$ cat config.mk
export PLATFORM = sky130hd
export DESIGN_NAME = wema_lane
export DESIGN_NICKNAME = d
export VERILOG_FILES = /design/src/hdl/wema_pkg.sv /design/src/hdl/wema_div.sv /design/src/hdl/wema_lane.sv
export SDC_FILE = /design/constraint.sdc
export NUM_CORES = 2
export LEC_CHECK = 0
export BUFFER_PORTS_ARGS = -buffer_cell sky130_fd_sc_hd__buf_2
export CORE_MARGIN = 5
export CORE_UTILIZATION = 64
export DETAILED_ROUTE_END_ITERATION = 6
export GPL_ROUTABILITY_DRIVEN = 0
export GPL_TIMING_DRIVEN = 0
export PLACE_DENSITY = 0.88
export SYNTH_ARGS = -nofsm -noshare
export SYNTH_HDL_FRONTEND = slang
export SYNTH_SLANG_ARGS = --single-unit
$ cat constraint.sdc
create_clock -name clk -period 7 [get_ports clk]
set_clock_uncertainty 0.05 [all_clocks]
set_input_delay 1.05 -clock clk [delete_from_list [all_inputs] [get_ports clk]]
set_output_delay 1.05 -clock clk [all_outputs]
set_load 0.05 [all_outputs]
$ cat src/hdl/wema_pkg.sv
`default_nettype none
// ---------------------------------------------------------------------------
// Windowed exponentially weighted average: shared package
// Transaction types, configuration register indexes and fixed widths.
// ---------------------------------------------------------------------------
package wema_pkg;

    localparam int POS_W    = 32;
    localparam int QUAL_W   = 16;
    localparam int WL_W     = 5;
    localparam int DECAY_W  = 17;
    localparam int DECAY_FRAC = 16;
    localparam int CFG_IDX_W  = 1;
    localparam int CFG_DATA_W = 17;

    localparam int MAX_WINDOW_DEF       = 16;
    localparam int WEIGHT_FRAC_BITS_DEF = 16;

    localparam logic [DECAY_W-1:0] DECAY_ONE = 17'h10000;
    localparam logic [WL_W-1:0]    WL_RESET  = 5'd1;

    localparam logic [CFG_IDX_W-1:0] REG_WINDOW_LENGTH = 1'b0;
    localparam logic [CFG_IDX_W-1:0] REG_DECAY         = 1'b1;

    typedef struct packed {
        logic signed [POS_W-1:0] pos_x;
        logic signed [POS_W-1:0] pos_y;
        logic signed [POS_W-1:0] pos_z;
        logic [QUAL_W-1:0]       quality;
    } in_item_t;

    typedef struct packed {
        logic signed [POS_W-1:0] est_x;
        logic signed [POS_W-1:0] est_y;
        logic signed [POS_W-1:0] est_z;
        logic [QUAL_W-1:0]       quality_out;
    } out_item_t;

    typedef struct packed {
        logic wr;
        logic rd;
        logic clr;
        logic start;
    } lane_ctrl_t;

endpackage : wema_pkg
`default_nettype wire

$ cat src/hdl/wema_div.sv
`default_nettype none
// ---------------------------------------------------------------------------
// Signed by unsigned divider
// Restoring division, one quotient bit per cycle, truncating toward zero.
// ---------------------------------------------------------------------------
module wema_div
    import wema_pkg::*;
#(
    parameter int ACC_W = 55,
    parameter int DEN_W = 22
)
(
    input  wire logic                     clk,
    input  wire logic                     rst_n,
    input  wire logic                     start,
    input  wire logic signed [ACC_W-1:0]  dividend,
    input  wire logic        [DEN_W-1:0]  divisor,
    output logic             [POS_W-1:0]  quotient,
    output logic                          done
);

    localparam int CNT_W = $clog2(ACC_W + 1);

    logic [ACC_W-1:0] mag_reg;
    logic [ACC_W-1:0] mag_next;
    logic [DEN_W-1:0] rem_reg;
    logic [DEN_W-1:0] rem_next;
    logic [DEN_W-1:0] dsr_reg;
    logic [CNT_W-1:0] cnt_reg;
    logic             busy_reg;
    logic             neg_reg;
    logic             done_reg;
    logic [POS_W-1:0] quo_reg;
    logic [DEN_W:0]   shifted;
    logic [DEN_W:0]   diff;
    logic             ge;

    always_comb
    begin
        shifted  = {rem_reg, mag_reg[ACC_W-1]};
        diff     = shifted - {1'b0, dsr_reg};
        ge       = ~diff[DEN_W];
        rem_next = ge ? diff[DEN_W-1:0] : shifted[DEN_W-1:0];
        mag_next = {mag_reg[ACC_W-2:0], ge};
    end

    always_ff @(posedge clk or negedge rst_n)
    begin
        if (!rst_n)
        begin
            busy_reg <= 1'b0;
            done_reg <= 1'b0;
            cnt_reg  <= '0;
        end
        else
        begin
            done_reg <= 1'b0;
            if (start)
            begin
                busy_reg <= 1'b1;
                cnt_reg  <= CNT_W'(ACC_W);
            end
            else if (busy_reg)
            begin
                cnt_reg <= cnt_reg - 1'b1;
                if (cnt_reg == CNT_W'(1))
                begin
                    busy_reg <= 1'b0;
                    done_reg <= 1'b1;
                end
            end
        end
    end

    always_ff @(posedge clk)
    begin
        if (start)
        begin
            neg_reg <= dividend[ACC_W-1];
            mag_reg <= dividend[ACC_W-1] ? ACC_W'(-dividend) : ACC_W'(dividend);
            rem_reg <= '0;
            dsr_reg <= divisor;
        end
        else if (busy_reg)
        begin
            mag_reg <= mag_next;
            rem_reg <= rem_next;
            if (cnt_reg == CNT_W'(1))
            begin
                quo_reg <= neg_reg ? -mag_next[POS_W-1:0] : mag_next[POS_W-1:0];
            end
        end
    end

    assign quotient = quo_reg;
    assign done     = done_reg;

endmodule : wema_div
`default_nettype wire

$ cat src/hdl/wema_lane.sv
`default_nettype none
// ---------------------------------------------------------------------------
// Axis lane
// Holds the sample ring of one axis, accumulates sample times weight over
// the window and divides the sum by the weight sum.
// ---------------------------------------------------------------------------
module wema_lane
    import wema_pkg::*;
#(
    parameter int MAX_WINDOW       = MAX_WINDOW_DEF,
    parameter int WEIGHT_FRAC_BITS = WEIGHT_FRAC_BITS_DEF,
    parameter int SLOT_W           = 4,
    parameter int DEN_W            = 22,
    parameter int ACC_W            = 55
)
(
    input  wire logic                        clk,
    input  wire logic                        rst_n,
    input  wire lane_ctrl_t                  ctrl,
    input  wire logic [SLOT_W-1:0]           addr,
    input  wire logic [POS_W-1:0]            wr_data,
    input  wire logic [WEIGHT_FRAC_BITS:0]   weight,
    input  wire logic [DEN_W-1:0]            den,
    output logic      [POS_W-1:0]            est,
    output logic                             done
);

    localparam int WW     = WEIGHT_FRAC_BITS + 1;
    localparam int PROD_W = POS_W + WW + 1;

    logic [POS_W-1:0]         ring [MAX_WINDOW];
    logic [POS_W-1:0]         rd_data_reg;
    logic [WW-1:0]            w_d1_reg;
    logic                     v1_reg;
    logic signed [PROD_W-1:0] prod_reg;
    logic signed [PROD_W-1:0] prod_next;
    logic                     v2_reg;
    logic signed [ACC_W-1:0]  acc_reg;

    always_ff @(posedge clk)
    begin
        if (ctrl.wr)
        begin
            ring[addr] <= wr_data;
        end
        if (ctrl.rd)
        begin
            rd_data_reg <= ring[addr];
            w_d1_reg    <= weight;
        end
        prod_reg <= prod_next;
    end

    assign prod_next = $signed(rd_data_reg) * $signed({1'b0, w_d1_reg});

    always_ff @(posedge clk or negedge rst_n)
    begin
        if (!rst_n)
        begin
            v1_reg  <= 1'b0;
            v2_reg  <= 1'b0;
            acc_reg <= '0;
        end
        else
        begin
            v1_reg <= ctrl.rd;
            v2_reg <= v1_reg;
            if (ctrl.clr)
            begin
                acc_reg <= '0;
            end
            else if (v2_reg)
            begin
                acc_reg <= acc_reg + {{(ACC_W-PROD_W){prod_reg[PROD_W-1]}}, prod_reg};
            end
        end
    end

    wema_div #(
        .ACC_W (ACC_W),
        .DEN_W (DEN_W)
    ) u_div (
        .clk      (clk),
        .rst_n    (rst_n),
        .start    (ctrl.start),
        .dividend (acc_reg),
        .divisor  (den),
        .quotient (est),
        .done     (done)
    );

endmodule : wema_lane
`default_nettype wire

; ---- Word-level counts from Yosys, hierarchy flattened
; Memories as Yosys holds them, arrays and structs flattened. A register that Yosys moved wholly into a read port is not among the register bits.
; Index checks and enable logic that the tools add are counted.
; Widths: inputs -> output; s select.
[classes]
add_sub_neg = 5
n_mul = 1
div = 0
order_cmp = 0
n_eq_ne = 1
shifts = 0
mux = 17
bitwise = 2
n_reduce_logical = 3
[op_table]
columns = operator, n
row1 = $mux 55, 5
row2 = $add 55x55->55, 1
row3 = $neg 55->55, 1
row4 = $mul 32x18->50, 1
row5 = $mux 32, 1
row6 = $neg 32->32, 1
row7 = $sub 23x22->23, 1
row8 = $mux 22, 1
row9 = $mux 6, 2
row10 = $mux 1, 8
row11 = $eq 6x1->1 const B, 1
row12 = $sub 6x1->6 const B, 1
row13 = $reduce_bool 2->1, 2
row14 = $reduce_and 3->1, 1
row15 = $not 1->1, 2
[totals]
regBits = 264
latchBits = 0
ram_bits = 512
romBits = 0
inputBits = 81
out_inout_bits = 33
elab_cells = 43
mem_count = 1
[memory_table]
columns = name, words, word_bits, rd, rd_clocked_by_memory_dff, write_ports, line
row1 = ring, 16, 32, 1, 1, 1, wema_lane.sv:31  ; logic [POS_W-1:0] ring [MAX_WINDOW];

; ---- Logic depth before layout (Yosys ltp)
[logic_depth]
word_depth = 4
depth_mapped = 27
depth_no_buf = 25

; ---- Hierarchy
; A second synthesis with hierarchy kept.
[unflattened]
hier_cells = 4533
area_unflattened_um2 = 54702.5
[by_module_without_submodules]
columns = mod, n_inst, cells_each, area_each_um2, seq_area_each_um2
row1 = wema_lane, 1, 3653, 46229.3, 19273.5
row2 = wema_div, 1, 880, 8473.1, 3943.8

; ---- Least setup slack after synthesis
; OpenSTA, ideal clock, no wires.
[synth_path]
path_kind = register to register
startpoint = register rd_data_reg[12], read port of ring
endpoint = register prod_reg[49]
arrival_time_ns = 6.369
slack_ns = 0.508
stages_incl_launch_ff = 25
n_path_buf = 1
period_less_slack_ns = 6.492
path_cell_list = edfxtp_1 -> clkbuf_1 -> and2_1 -> fa_1 -> inv_1 -> fa_1 -> fa_1 -> inv_1 -> fa_1 -> fa_1 -> inv_1 -> fa_1 -> inv_1 -> ha_1 -> a21oi_1 -> o211ai_1 -> a2111oi_0 -> nand3_1 -> a221oi_1 -> o21ai_0 -> a21oi_1 -> nand2_1 -> a21o_1 -> a21oi_1 -> xnor2_1
[synth_via]
elab_chain_cells = 1
[synth_lines]
columns = item, line
row1 = "start, declared", wema_lane.sv:32  ; logic [POS_W-1:0] rd_data_reg;
row2 = $mul 32x18->50, wema_lane.sv:54  ; assign prod_next = $signed(rd_data_reg) * $signed({1'b0, w_d1_reg});
row3 = via prod_next[49], wema_lane.sv:36  ; logic signed [PROD_W-1:0] prod_next;
row4 = "end signal, assigned", wema_lane.sv:51  ; prod_reg <= prod_next;
row5 = "end, declared", wema_lane.sv:35  ; logic signed [PROD_W-1:0] prod_reg;
; The timed path passes the listed nets, and every way through them passes these cells.
; A chain may end at the register's enable or synchronous reset.

; ---- Final worst setup path
[layout_path]
startpoint = register w_d1_reg[14]
endpoint = register prod_reg[49]
[layout_via]
elab_chain_cells = 1
[layout_lines]
columns = item, line
row1 = "start, declared", wema_lane.sv:33  ; logic [WW-1:0] w_d1_reg;
row2 = "start signal, assigned", wema_lane.sv:49  ; w_d1_reg <= weight;
row3 = $mul 32x18->50, wema_lane.sv:54
row4 = via prod_next[49], wema_lane.sv:36
; The timed path passes the listed nets, and every way through them passes these cells.

==> impl_results.md <==
* Critical path startpoint category: flop
* Reg2Reg Depth at 22
* Asr flop ratio synth at 8.04%
* Period utilization at 99.0%
* Row Count at 106
* Total clock sinks at 808
* Critical Path RT at 7.49 ns
* Critical Setup Path Class: reg -> reg
* Synth Area in XOR/XNOR at 3.26%
* Synthesized area per cell at 12.3 sq um
* #FFs+latches synth at 808
* Status: finished, violations left
* Synth Area in Compound Gates at 6.11%
* Fin. max-slew vios at 0
* Synth Area in Simple Gates at 9.85%
* Most frequent cells in the layout: inv_1 (696), edfxtp_1 (671), fa_1 (516)
* Drc violations at 5
* Syn Std Cell Area at 0.0542 sq mm
* Synth warn at 0
* Max-cap viol count at 0
* Share of layout cells above drive strength 1 at 13.1%
* Max reg flops at 512
* Root Buffer Master: clkbuf_16
* First-pass GRT wire length at 219 mm
* FILL cells at 5,186
* Grt total ovfl at 0
* Post-layout min period at 6.93 ns
* Final #Nets at 5,483
* Synth Instances at 4,404
* Fin area at 0.0603 sq mm
* Worst EP arrival at 7.42 ns
* EDFF count, synth at 671
* Top_reg_cell synth: edfxtp_1
* ANT nets after route at 0
* IO Count at 114
* Antenna violations before repair at 8
* Crit end category: flop
* Wirelength per Cell at 24.8 um
* Initial Util at 64.7%
* Drt total wl at 146 mm
* Vias in the first global route at 38,000
* Count of final setup violators at 0
* Final HPWL DP at 100 mm
* Area delta synth->final at 11.2%
* Area share of fa/ha/maj cells after synthesis at 23.9%
* Global Route Usage Sum at 31.8%
* Hold_buf cts at 0
* CP Max Fanout at 10
* Syn_nets at 5,206
* Port Buffer Count at 109
* Max Freq at 144 MHz
* Initial DRC Count at 4,062
* H-tree levels at 3
* Seq/Total Area, Yosys at 42.8%
* Pre-antenna DRT Iters at 7
* Slew @ Worst Pin at 1.25 ns
* Largest net degree at the start of global routing at 66
* Worst Hold Depth at 0
* Core Area at 0.0838 sq mm
* Slew margin rel. at 16.7%
* Worst-Skew Late Latency at 0.68 ns
* DR vias/cell at 6.20
* Failing checks: design-rule violations
* Util after Layout at 71.9%
* Fin. Hold Viols at 0
* CTS tree: yes
* Clock slew seen by the registers of the worst setup and hold paths at 0.07 ns
* Vias at 36,500
* Max clock buf depth at 3
* Yosys cell types at 76
* Combinational family with the most area after synthesis: adder cells
* Most common cell after layout, fill and taps aside: inv_1
* CTS Buf Count at 83
* Die H at 301 um
* Hold/Removal Path Class: reg -> reg
* Chip width at 301 um
* Multiplexer share of the synthesized area at 7.92%
* Placed Area at 0.0568 sq mm
* Die Area at 0.0907 sq mm
## through the flow
stage	std cells	hold slack (ns)	setup WS (ns)	setup TNS [ns]
after global placement	5647	0.284	-0.723	-72.35
final	5888	0.297	0.0709	0
after CTS	5845	0.298	0.00688	0
after floorplan	4404	0.281	0.508	0
after global routing	5886	0.316	-0.163	-0.501
after detailed placement	5677	0.286	-0.936	-5.93
## metal layers
layer  share of wire (%)  vias up  global-route usage, %
li1                    -    15400                      -
met1                  33    17900                   37.5
met2                  49     2483                   54.4
met3                  10      698                   6.26
met4                 7.5        8                   19.3
met5               0.042        -                      0
## cells in the mapped netlist, types with 6 or more instances
library cell	instances	area (sq um)
xor2_1	85	744
buf_1	20	75.1
mux2_2	8	90.1
ha_1	198	2480
nand2b_1	25	156
a221oi_1	7	61.3
or3_1	19	119
and3_1	16	100
mux4_2	160	3600
o21bai_1	24	180
o211ai_1	6	45.0
xnor2_1	115	1010
or2_2	11	68.8
nor3_1	20	100
nand3_1	32	160
mux2i_1	60	601
dfxtp_1	72	1440
and2_1	334	2090
dfrtp_1	65	1630
or4_1	8	60.1
o31ai_1	25	188
clkbuf_1	168	631
and4_1	10	87.6
nand4_1	17	106
o21ai_0	76	380
fa_1	523	10500
nor4_1	7	43.8
o21a_1	21	158
a211oi_1	29	218
o41ai_1	22	193
nand2_1	302	1130
a21o_1	79	593
nor2b_1	19	119
edfxtp_1	671	20100
a21oi_1	168	841
o31a_1	7	61.3
a31oi_1	10	62.6
inv_1	697	2620
nor2_1	194	728
## what timing repair did
| item | CTS | global route |
|---|---|---|
| endpoints found under the setup margin | 16 | 14 |
| setup buffers | 15 | 38 |
| pin swaps | 5 | 25 |
| gates resized for setup | 65 | 131 |
| gates cloned | 0 | 2 |
## worst max-delay path, cell delays in order (launching register included)
cell and delay, ns:
edfxtp_1 0.67, clkbuf_2 0.34, and2_1 0.18, fa_1 0.46
fa_1 0.57, fa_1 0.44, fa_1 0.52, fa_1 0.50
inv_1 0.05, fa_1 0.47, inv_1 0.04, ha_2 0.30
a21oi_2 0.19, o211ai_1 0.16, a2111oi_2 0.40, nand3_1 0.21
a221oi_4 0.32, o21ai_2 0.12, a21oi_2 0.17, nand2_1 0.12
a21o_1 0.20, a21oi_2 0.15, xnor2_1 0.17
## area by class of cell
type | instances | area, sq um | area share [%]
inverters | 697 | 2620 | 4.34
well taps | 1134 | 1420 | 2.35
diodes | 4 | 10.0 | 0.0166
repair buffers | 194 | 1420 | 2.35
flip-flops and latches | 808 | 23200 | 38.5
clock buffers | 104 | 2180 | 3.61
multi-input cells | 2705 | 27900 | 46.3
clock inverters | 50 | 591 | 0.979
plain buffers | 192 | 920 | 1.52
## kinds of logic (layout without fill, tap and decap cells)
kind of cell | count (synthesis) | in the layout
AO/OA/AOI/OAI | 512 | 512
XOR/XNOR | 201 | 201
adder cells (fa/ha/maj) | 721 | 721
buffers and inverters | 891 | 1237
flip-flops | 808 | 808
multiplexers | 228 | 228
other | 0 | 4
AND/OR/NAND/NOR | 1043 | 1043
## worst paths after layout
| check | startpoint | to | slack (ns) |
|---|---|---|---|
| setup / recovery | w_d1_reg[14] | prod_reg[49] | 0.07 |
| hold / removal | v1_reg | v2_reg | 0.30 |
| setup reg to reg | w_d1_reg[14] | prod_reg[49] | 0.07 |
| hold reg to reg | v1_reg | v2_reg | 0.30 |
| max in group asynchronous | rst_n | acc_reg[48] | 5.90 |
| min in group asynchronous | rst_n | u_div.cnt_reg[3] | 0.39 |
Power is left out: the tool's default activity adds up to more than one toggle a clock period on the data nets, which glitch-free logic cannot reach.
