## config.mk

```make
export PLATFORM = sky130hd
export DESIGN_NAME = wema_wgen
export DESIGN_NICKNAME = d
export VERILOG_FILES = /design/src/hdl/wema_pkg.sv /design/src/hdl/wema_wgen.sv
export SDC_FILE = /design/constraint.sdc
export NUM_CORES = 1
export LEC_CHECK = 0
export BUFFER_PORTS_ARGS = -buffer_cell sky130_fd_sc_hd__buf_2
export CAP_MARGIN = 20
export CORE_MARGIN = 4
export CORE_UTILIZATION = 40
export DETAILED_ROUTE_END_ITERATION = 12
export PLACE_DENSITY = 0.63
export SLEW_MARGIN = 20
export SYNTH_ARGS = -nofsm -noshare
export SYNTH_HDL_FRONTEND = slang
export SYNTH_SLANG_ARGS = --single-unit
```

## constraint.sdc

```tcl
create_clock -name clk -period 8.28 [get_ports clk]
set_input_delay 0.414 -clock clk [delete_from_list [all_inputs] [get_ports clk]]
set_output_delay 0.414 -clock clk [all_outputs]
set_load 0.005 [all_outputs]
```

## src/hdl/wema_pkg.sv

```systemverilog
`default_nettype none
// ---------------------------------------------------------------------------
// Windowed exponentially weighted average: shared package
// Transaction types, configuration register indexes and fixed widths.
// ---------------------------------------------------------------------------
package wema_pkg;

    localparam int POS_W    = 32;
    localparam int QUAL_W   = 16;
    localparam int WL_W     = 5;
    localparam int DECAY_W  = 17;
    localparam int DECAY_FRAC = 16;
    localparam int CFG_IDX_W  = 1;
    localparam int CFG_DATA_W = 17;

    localparam int MAX_WINDOW_DEF       = 16;
    localparam int WEIGHT_FRAC_BITS_DEF = 16;

    localparam logic [DECAY_W-1:0] DECAY_ONE = 17'h10000;
    localparam logic [WL_W-1:0]    WL_RESET  = 5'd1;

    localparam logic [CFG_IDX_W-1:0] REG_WINDOW_LENGTH = 1'b0;
    localparam logic [CFG_IDX_W-1:0] REG_DECAY         = 1'b1;

    typedef struct packed {
        logic signed [POS_W-1:0] pos_x;
        logic signed [POS_W-1:0] pos_y;
        logic signed [POS_W-1:0] pos_z;
        logic [QUAL_W-1:0]       quality;
    } in_item_t;

    typedef struct packed {
        logic signed [POS_W-1:0] est_x;
        logic signed [POS_W-1:0] est_y;
        logic signed [POS_W-1:0] est_z;
        logic [QUAL_W-1:0]       quality_out;
    } out_item_t;

    typedef struct packed {
        logic wr;
        logic rd;
        logic clr;
        logic start;
    } lane_ctrl_t;

endpackage : wema_pkg
`default_nettype wire

```

## src/hdl/wema_wgen.sv

```systemverilog
`default_nettype none
// ---------------------------------------------------------------------------
// Weight generator
// Produces the weight sequence 1.0, decay, decay^2, ... by repeated
// truncating multiplication and accumulates the weight sum.
// ---------------------------------------------------------------------------
module wema_wgen
    import wema_pkg::*;
#(
    parameter int WEIGHT_FRAC_BITS = WEIGHT_FRAC_BITS_DEF,
    parameter int DEN_W            = WEIGHT_FRAC_BITS_DEF + 6
)
(
    input  wire logic                        clk,
    input  wire logic                        rst_n,
    input  wire logic                        init,
    input  wire logic                        step,
    input  wire logic [DECAY_W-1:0]          decay,
    output logic      [WEIGHT_FRAC_BITS:0]   weight,
    output logic      [DEN_W-1:0]            den
);

    localparam int WW  = WEIGHT_FRAC_BITS + 1;
    localparam int MUL_W = WW + DECAY_W;

    logic [WW-1:0]    w_reg;
    logic [WW-1:0]    w_next;
    logic [DEN_W-1:0] den_reg;
    logic [DEN_W-1:0] den_next;
    logic [MUL_W-1:0] mul_full;

    always_comb
    begin
        mul_full = MUL_W'(w_reg) * MUL_W'(decay);
        w_next   = w_reg;
        den_next = den_reg;
        if (init)
        begin
            w_next   = WW'(1) << WEIGHT_FRAC_BITS;
            den_next = '0;
        end
        else if (step)
        begin
            w_next   = mul_full[DECAY_FRAC +: WW];
            den_next = den_reg + DEN_W'(w_reg);
        end
    end

    always_ff @(posedge clk or negedge rst_n)
    begin
        if (!rst_n)
        begin
            w_reg   <= '0;
            den_reg <= '0;
        end
        else
        begin
            w_reg   <= w_next;
            den_reg <= den_next;
        end
    end

    assign weight = w_reg;
    assign den    = den_reg;

endmodule : wema_wgen
`default_nettype wire

```

Yosys cells after proc, flatten, opt, wreduce, memory -nomap -nowiden --
Cells that the tools add are included.
Word-level totals: flip-flop bits (word level) 39, bits of input ports 21, output and inout bits 39, logic and storage cells 9
Cells by class: add/sub/neg operators 1, multiply operators 1, muxes and demuxes 4, reductions and logical operators 1
Operators with widths (number):
- $mux 22 | 2
- $mux 17 | 2
- $mul 17x17->33 | 1
- $add 22x17->22 | 1
- $reduce_bool 2->1 | 1

Logic depth before layout (Yosys ltp) --
Gate-level depths: netlist (run 1).
word-level depth 3, depth in mapped cells 23

Least setup slack after synthesis (run 1) --
OpenSTA, ideal clock, no wires.
kind reg-to-reg, start point reg w_reg[10], in the netlist weight[10], end point reg w_reg[10], in the netlist weight[10], data arrival time 5.762 ns, required time 8.197 ns, setup slack 2.435 ns, cell stages (with the launch flop) 21, path buffers 2, path through dfrtp_1 -> clkbuf_1 -> clkbuf_1 -> nand2_1 -> fa_1 -> fa_1 -> fa_1 -> fa_1 -> inv_1 -> fa_1 -> inv_1 -> fa_1 -> inv_1 -> ha_1 -> a21oi_1 -> o21ai_0 -> o311ai_1 -> nand2_1 -> o21ai_1 -> mux2_2 -> o22ai_1
On the way: word-level cells in the longest chain between the ends 3
RTL lines:
- start, declared | RTL line wema_wgen.sv:26 | logic [WW-1:0] w_reg;
- start signal, assigned | RTL line wema_wgen.sv:58 | w_reg <= w_next;
- $mul 17x17->33 | RTL line wema_wgen.sv:34 | mul_full = MUL_W'(w_reg) * MUL_W'(decay);
- $mux 17 | RTL line wema_wgen.sv:42 | else if (step)
- $mux 17 | RTL line wema_wgen.sv:37 | if (init)
Every way passes these cells. The select of a mux whose other input is x is not followed. A chain may end at the register's enable or synchronous reset.

Worst setup path after layout (run 1) --
Ends and elaborated chain as after synthesis.

==> run_results.csv, run 1 <==
group,metric,value,unit
clocking,ctsHoldBuffers,0,
critical_path,timing.critical_path.to,"weight[10]",
clocking,cts_made_buffers,5,
synthesis,synth_top_area_cell,"fa_1",
final_layout,post_route_cells_drive_above_1_share,6.72,%
synthesis,yosys_register_bits,39,
synthesis,netlist.area_leader.share,37.1,%
synthesis,syn_area,0.0120,mm²
placed_design,port_buffers,59,
clocking,ctsLongestPathBuffers,2,
critical_path,cp_top_family,"adder cells",
detailed_routing,first_iter_violations,373,
synthesis,synth-edff-count,0,
clocking,cts_tree,"done",
final_layout,largest_register_ffs,22,
timing,setup_tns,0,ns
detailed_routing,ant_nets,0,
clocking,clock_latency,0.29,ns
detailed_routing,viasPerCell,5.22,
synthesis,synth_area_leaders,"fa_1 (37%), ha_1 (12%), inv_1 (8.9%), dfrtp_1 (8.1%), nand2_1 (6.4%)",
placed_design,gp_congestion,0.869,
critical_path,crit_start,"weight[10]",
final_layout,fin_nets,1746,
synthesis,synthSimpleGateAreaFrac,18.2,%
timing,fin_skew,0.00352,ns
global_route,grt_max_degree,49,
final_layout,area_growth,5.65,%
synthesis,ys_seq_area_share,8.15,%
clocking,cts_sinks,39,
placed_design,dp_slack,1.80,ns
critical_path,cp_slowest_cell,"dfrtp_1",
timing,period_needed,6.50,ns
timing,worstMarginPinSlew,1.02,ns
detailed_routing,finalWirelength,29000,µm
critical_path,critPathCaptureType,"register",
synthesis,synth-xor-area-share,2.05,%
critical_path,r2r-end,"weight[10]",
clocking,post_cts_buffers,0,
synthesis,yosys_warnings,0,
final_layout,register_area,976,µm²
critical_path,worst_path_most_repeated_cell,"fa_1",
critical_path,crit_path_cell_trace,"nand2_1 > fa_1 > fa_1 > fa_1 > fa_1 > inv_1 > fa_1 > inv_1 > fa_1 > inv_1 > ha_1 > a21oi_1 > o21ai_0 > o311ai_1 > nand2_1 > o21ai_1 > mux2_2 > o22ai_1",
synthesis,synth_cells,1379,
floorplan,io_pins,60,
critical_path,worst-path-stages,18,
floorplan,chipHeight,181,µm
timing,setup_violations,0,
floorplan,core-area,0.0296,mm²
clocking,clkSlewWorstSetupHoldPaths,0.06,ns
clocking,cts_resized,0,
clocking,ctsRootBufferMaster,"clkbuf_16",
floorplan,dieArea,0.0328,mm²
placed_design,dp_hpwl,22500,µm
synthesis,ys_types,70,
floorplan,die_w,181,µm
timing,worst_slack,1.78,ns
timing,rsz0062_at_grt,"no",
detailed_routing,vias,9253,
synthesis,synth_top_family_by_area,"adder cells",
timing,timing.final.hold_violations,0,
status,status,"finished clean",
detailed_routing,drt-pass1-iter-count,6,
synthesis,synth_fa_ha_area_share,49.5,%
final_layout,post-route-util,42.8,%
critical_path,ff2ff_path_depth,18,
synthesis,synthArstFlopShare,100,%
final_layout,multi_input_area,0.00964,mm²
timing,slew_headroom,32.0,%
critical_path,crit-reg2reg-launch,"weight[10]",
global_route,grt.total_usage,18.4,%
critical_path,worstPathRequired,8.48,ns
critical_path,crit_fanout,20,
global_route,antenna_found_initial,0,
synthesis,avgSynthCellArea,8.69,µm²
synthesis,synth-compound-area-share,9.14,%
critical_path,crit_type,"reg -> reg",
final_layout,fillers,2977,
timing,max_freq,0.154,GHz
detailed_routing,wl_per_cell,16.4,µm
global_route,grt_pass1_vias,9943,
floorplan,core.rowCount,63,
job,drv_cap,0,
critical_path,worstPathArrival,6.69,ns
critical_path,path_buf_inv,3,
critical_path,startpoint_type,"register",
global_route,grt_first_pass_wirelength,50100,µm
synthesis,synth_nets,1741,
floorplan,start_util,40.5,%
hold_path,min_path_type,"in -> async",
synthesis,muxShareOfSynthArea,1.54,%
final_layout,antennaDiodeCount,0,
critical_path,critical_path.max_stage_delay,0.92,ns
clocking,cts_htree_levels,2,
global_route,overflow,0,
timing,slew_viol_final,0,
timing,min_period_over_period,78.5,%
critical_path,r2r_setup_slack,1.78,ns
detailed_routing,drc,0,
synthesis,synth_flop_cell,"dfrtp_1",
-- cell usage after synthesis (3+ instances only) --
library cell and instances:
o21bai_1 4, nor2b_1 7, nor3_1 10, a21oi_1 46
dfrtp_1 39, and4b_1 3, nand4_1 10, o31ai_1 3
nor2_1 47, a211oi_1 7, nand2_1 205, nand3b_1 3
xnor2_1 21, o21ai_0 29, buf_4 4, o22ai_1 3
a21o_1 8, inv_1 283, mux2_2 3, ha_1 119
and2_1 118, nand2b_1 6, fa_1 222, and3_1 5
o211ai_1 8, mux2i_1 15, buf_2 4, o21ai_1 7
nand3_1 13, a31oi_1 5, clkbuf_1 54, nor3b_1 5
xor2_1 7
-- metal layers --
layer	wire length, µm	up-vias	GRT usage (%)
met5	0	-	0
met4	539	0	4.47
met3	1160	37	2.09
met2	14600	206	32.6
met1	12700	4737	24.2
li1	-	4273	-
-- worst min-delay path by stage --
| stage | from | end | slack [ns] |
|---|---|---|---|
| global route | rst_n | den[19] | 0.36 |
| global placement | den[13] | den[13] | 0.51 |
| finish | rst_n | den[16] | 0.27 |
| detailed placement | den[13] | den[13] | 0.52 |
| CTS | rst_n | den[20] | 0.31 |
| floorplan | rst_n | den[0] | 0.12 |
-- layout by cell type (no fill, tap or decap), drive strengths merged, types with 3 or more instances in the layout --
cell,instances
a211oi,10
a21boi,3
a21o,8
a21oi,48
a311oi,3
a31oi,6
and2,118
and3,5
and4b,3
buf,64
clkbuf,6
dfrtp,39
fa,222
ha,119
inv,283
mux2,3
mux2i,15
nand2,205
nand2b,6
nand3,13
nand3b,3
nand4,10
nor2,47
nor2b,7
nor3,11
nor3b,5
nor4b,3
o211ai,8
o21ai,36
o21bai,4
o22ai,4
o311ai,3
o31ai,4
xnor2,21
xor2,7
-- through the flow --
step | area, µm² | hold slack (ns) | instances
after global placement | 12500 | 0.513 | 1767
after global routing | 12700 | 0.361 | 1774
after CTS | 12700 | 0.313 | 1774
after detailed placement | 12500 | 0.515 | 1767
after floorplan | 12000 | 0.118 | 1379
final | 12700 | 0.266 | 1774
-- area by class of cell --
type	count	area share [%]
Clock buffer	6	1.02
Clock inverter	1	0.237
Sequential cell	39	7.71
Inverter	283	8.39
Multi-Input combinational cell	991	76.2
Tap cell	390	3.86
Timing Repair Buffer	64	2.63
-- kinds of logic after synthesis --
kind of cell             Yosys count
XOR/XNOR                          28
flip-flops                        39
buffers and inverters            349
AND/OR/NAND/NOR                  446
AO/OA/AOI/OAI                    158
adder cells (fa/ha/maj)          341
multiplexers                      18
Power of run 1 is not shown: default switching activity piles up to over one toggle a cycle in this logic, so the estimate is an artifact.
==> run 2, diff against run 1 <==
==> constraint.sdc (replaced) <==
create_clock -name clk -period 6.6 [get_ports clk]
set_input_delay 0.33 -clock clk [delete_from_list [all_inputs] [get_ports clk]]
set_output_delay 0.33 -clock clk [all_outputs]
set_load 0.005 [all_outputs]
==> run 2 against run 1 <==
  * Final cell count rose by 0.85%
  * Global-route usage increased by 0.14 points
  * Core utilization up 0.31 points
  * Clock-buffer cell count unchanged
  * Critical endpoint unchanged
==> run_results.csv, run 2 (synthesis results as in run 1) <==
group,metric,value,unit
timing,rsz0062_at_grt,"no",
floorplan,io_pins,60,
status,status,"finished clean",
clocking,ctsRootBufferMaster,"clkbuf_16",
floorplan,dieArea,0.0328,mm²
job,drv_cap,0,
timing,timing.final.hold_violations,0,
final_layout,area_growth,6.42,%
critical_path,crit_fanout,15,
clocking,clkSlewWorstSetupHoldPaths,0.07,ns
timing,fin_skew,0.00801,ns
detailed_routing,wl_per_cell,16.4,µm
floorplan,chipHeight,181,µm
critical_path,critPathCaptureType,"register",
final_layout,mostFrequentLayoutCell,"inv_1",
placed_design,dp_hpwl,23400,µm
detailed_routing,first_iter_violations,411,
clocking,cts_sinks,39,
clocking,ctsLongestPathBuffers,2,
global_route,grt_first_pass_wirelength,50600,µm
detailed_routing,drc,0,
floorplan,core-area,0.0296,mm²
timing,setup_tns,0,ns
global_route,grt_pass1_vias,9915,
critical_path,worstPathArrival,6.39,ns
hold_path,min_path_type,"in -> async",
floorplan,die_w,181,µm
timing,slew_viol_final,0,
clocking,cts_htree_levels,2,
clocking,post_cts_buffers,0,
global_route,overflow,0,
timing,setup_violations,0,
final_layout,largest_register_ffs,22,
detailed_routing,viasPerCell,5.18,
final_layout,post_route_cells_drive_above_1_share,8.01,%
critical_path,worstPathRequired,6.79,ns
detailed_routing,drt-pass1-iter-count,5,
timing,period_needed,6.20,ns
clocking,cts_made_buffers,5,
timing,min_period_over_period,94.0,%
critical_path,crit_type,"reg -> reg",
placed_design,gp_congestion,0.877,
final_layout,most-common-layout-cells,"inv_1 (283), fa_1 (222), nand2_1 (205), ha_1 (119), and2_1 (118)",
detailed_routing,ant_nets,0,
clocking,clock_latency,0.29,ns
final_layout,antennaDiodeCount,0,
global_route,antenna_found_initial,0,
global_route,grt_max_degree,49,
clocking,cts_tree,"done",
critical_path,startpoint_type,"register",
detailed_routing,finalWirelength,29400,µm
final_layout,fillers,2977,
detailed_routing,vias,9261,
floorplan,core.rowCount,63,
timing,worstMarginPinSlew,0.943,ns
global_route,grt.total_usage,18.6,%
timing,max_freq,0.161,GHz
floorplan,start_util,40.5,%
placed_design,port_buffers,59,
timing,slew_headroom,37.1,%
final_layout,fin_nets,1760,
==> run 2: changes by cell type in the layout (fill, tap and decap cells not counted), sizes merged <==
cell,previous run,this run
clkinv,0,1
buf,64,78
clkinvlp,0,1
bufinv,1,0
==> run 2: worst paths after layout <==
check / from / to / slack (ns) / cells past startpoint
worst min-delay path: rst_n / den[19] / 0.19 / 1
worst max register to register: weight[5] / weight[10] / 0.40 / 19
min in group clk: den[13] / den[13] / 0.53 / 2
max in group asynchronous: rst_n / weight[8] / 5.76 / 1
worst min register to register: den[13] / den[13] / 0.53 / 2
worst max-delay path: weight[5] / weight[10] / 0.40 / 19
==> run 2: layer usage <==
metal,share of wire (%),track usage (%),wire (µm)
met5,0,0,0
met4,2.0,3.99,601
met3,4.4,2.15,1310
met2,49,31.7,14300
met1,45,25.6,13200
==> run 2: what timing repair did <==
| action | in CTS | in global routing |
|---|---|---|
| endpoints found under the setup margin | 0 | 3 |
| hold buffers | 0 | 0 |
| gates resized for setup | 0 | 4 |
==> run 2: cell type report <==
cell class	count	area, µm²	share of cell area, %
Inverter	283	1060	8.33
Timing Repair Buffer	78	438	3.44
Clock buffer	6	129	1.01
Multi-Input combinational cell	991	9640	75.6
Tap cell	390	488	3.83
Sequential cell	39	981	7.70
Clock inverter	2	12.5	0.0982
==> run 2: worst max-delay path, stage by stage, from the launching register on <==
cell      delay [ns]
dfrtp_1         0.78
and2_1          0.24
fa_1            0.41
inv_1           0.08
fa_1            0.43
fa_1            0.50
fa_1            0.56
inv_1           0.05
fa_1            0.47
inv_1           0.05
fa_1            0.48
inv_1           0.05
ha_1            0.34
a21oi_1         0.20
o21ai_0         0.16
o311ai_1        0.45
nand2_1         0.20
o21ai_1         0.17
mux2_2          0.34
o22ai_1         0.13
==> run 2: metrics by stage <==
stage	util [%]	worst slack, ns	hold slack [ns]	instance area, µm²	instances
after floorplan	-	0.755	0.0344	12000	1379
after global placement	42.6	0.374	0.508	12600	1781
after detailed placement	42.6	0.350	0.520	12600	1781
after CTS	43.1	0.273	0.225	12700	1789
after global routing	43.1	0.0104	0.277	12700	1789
final	43.1	0.399	0.192	12700	1789
Power of run 2 is left out for the same reason.
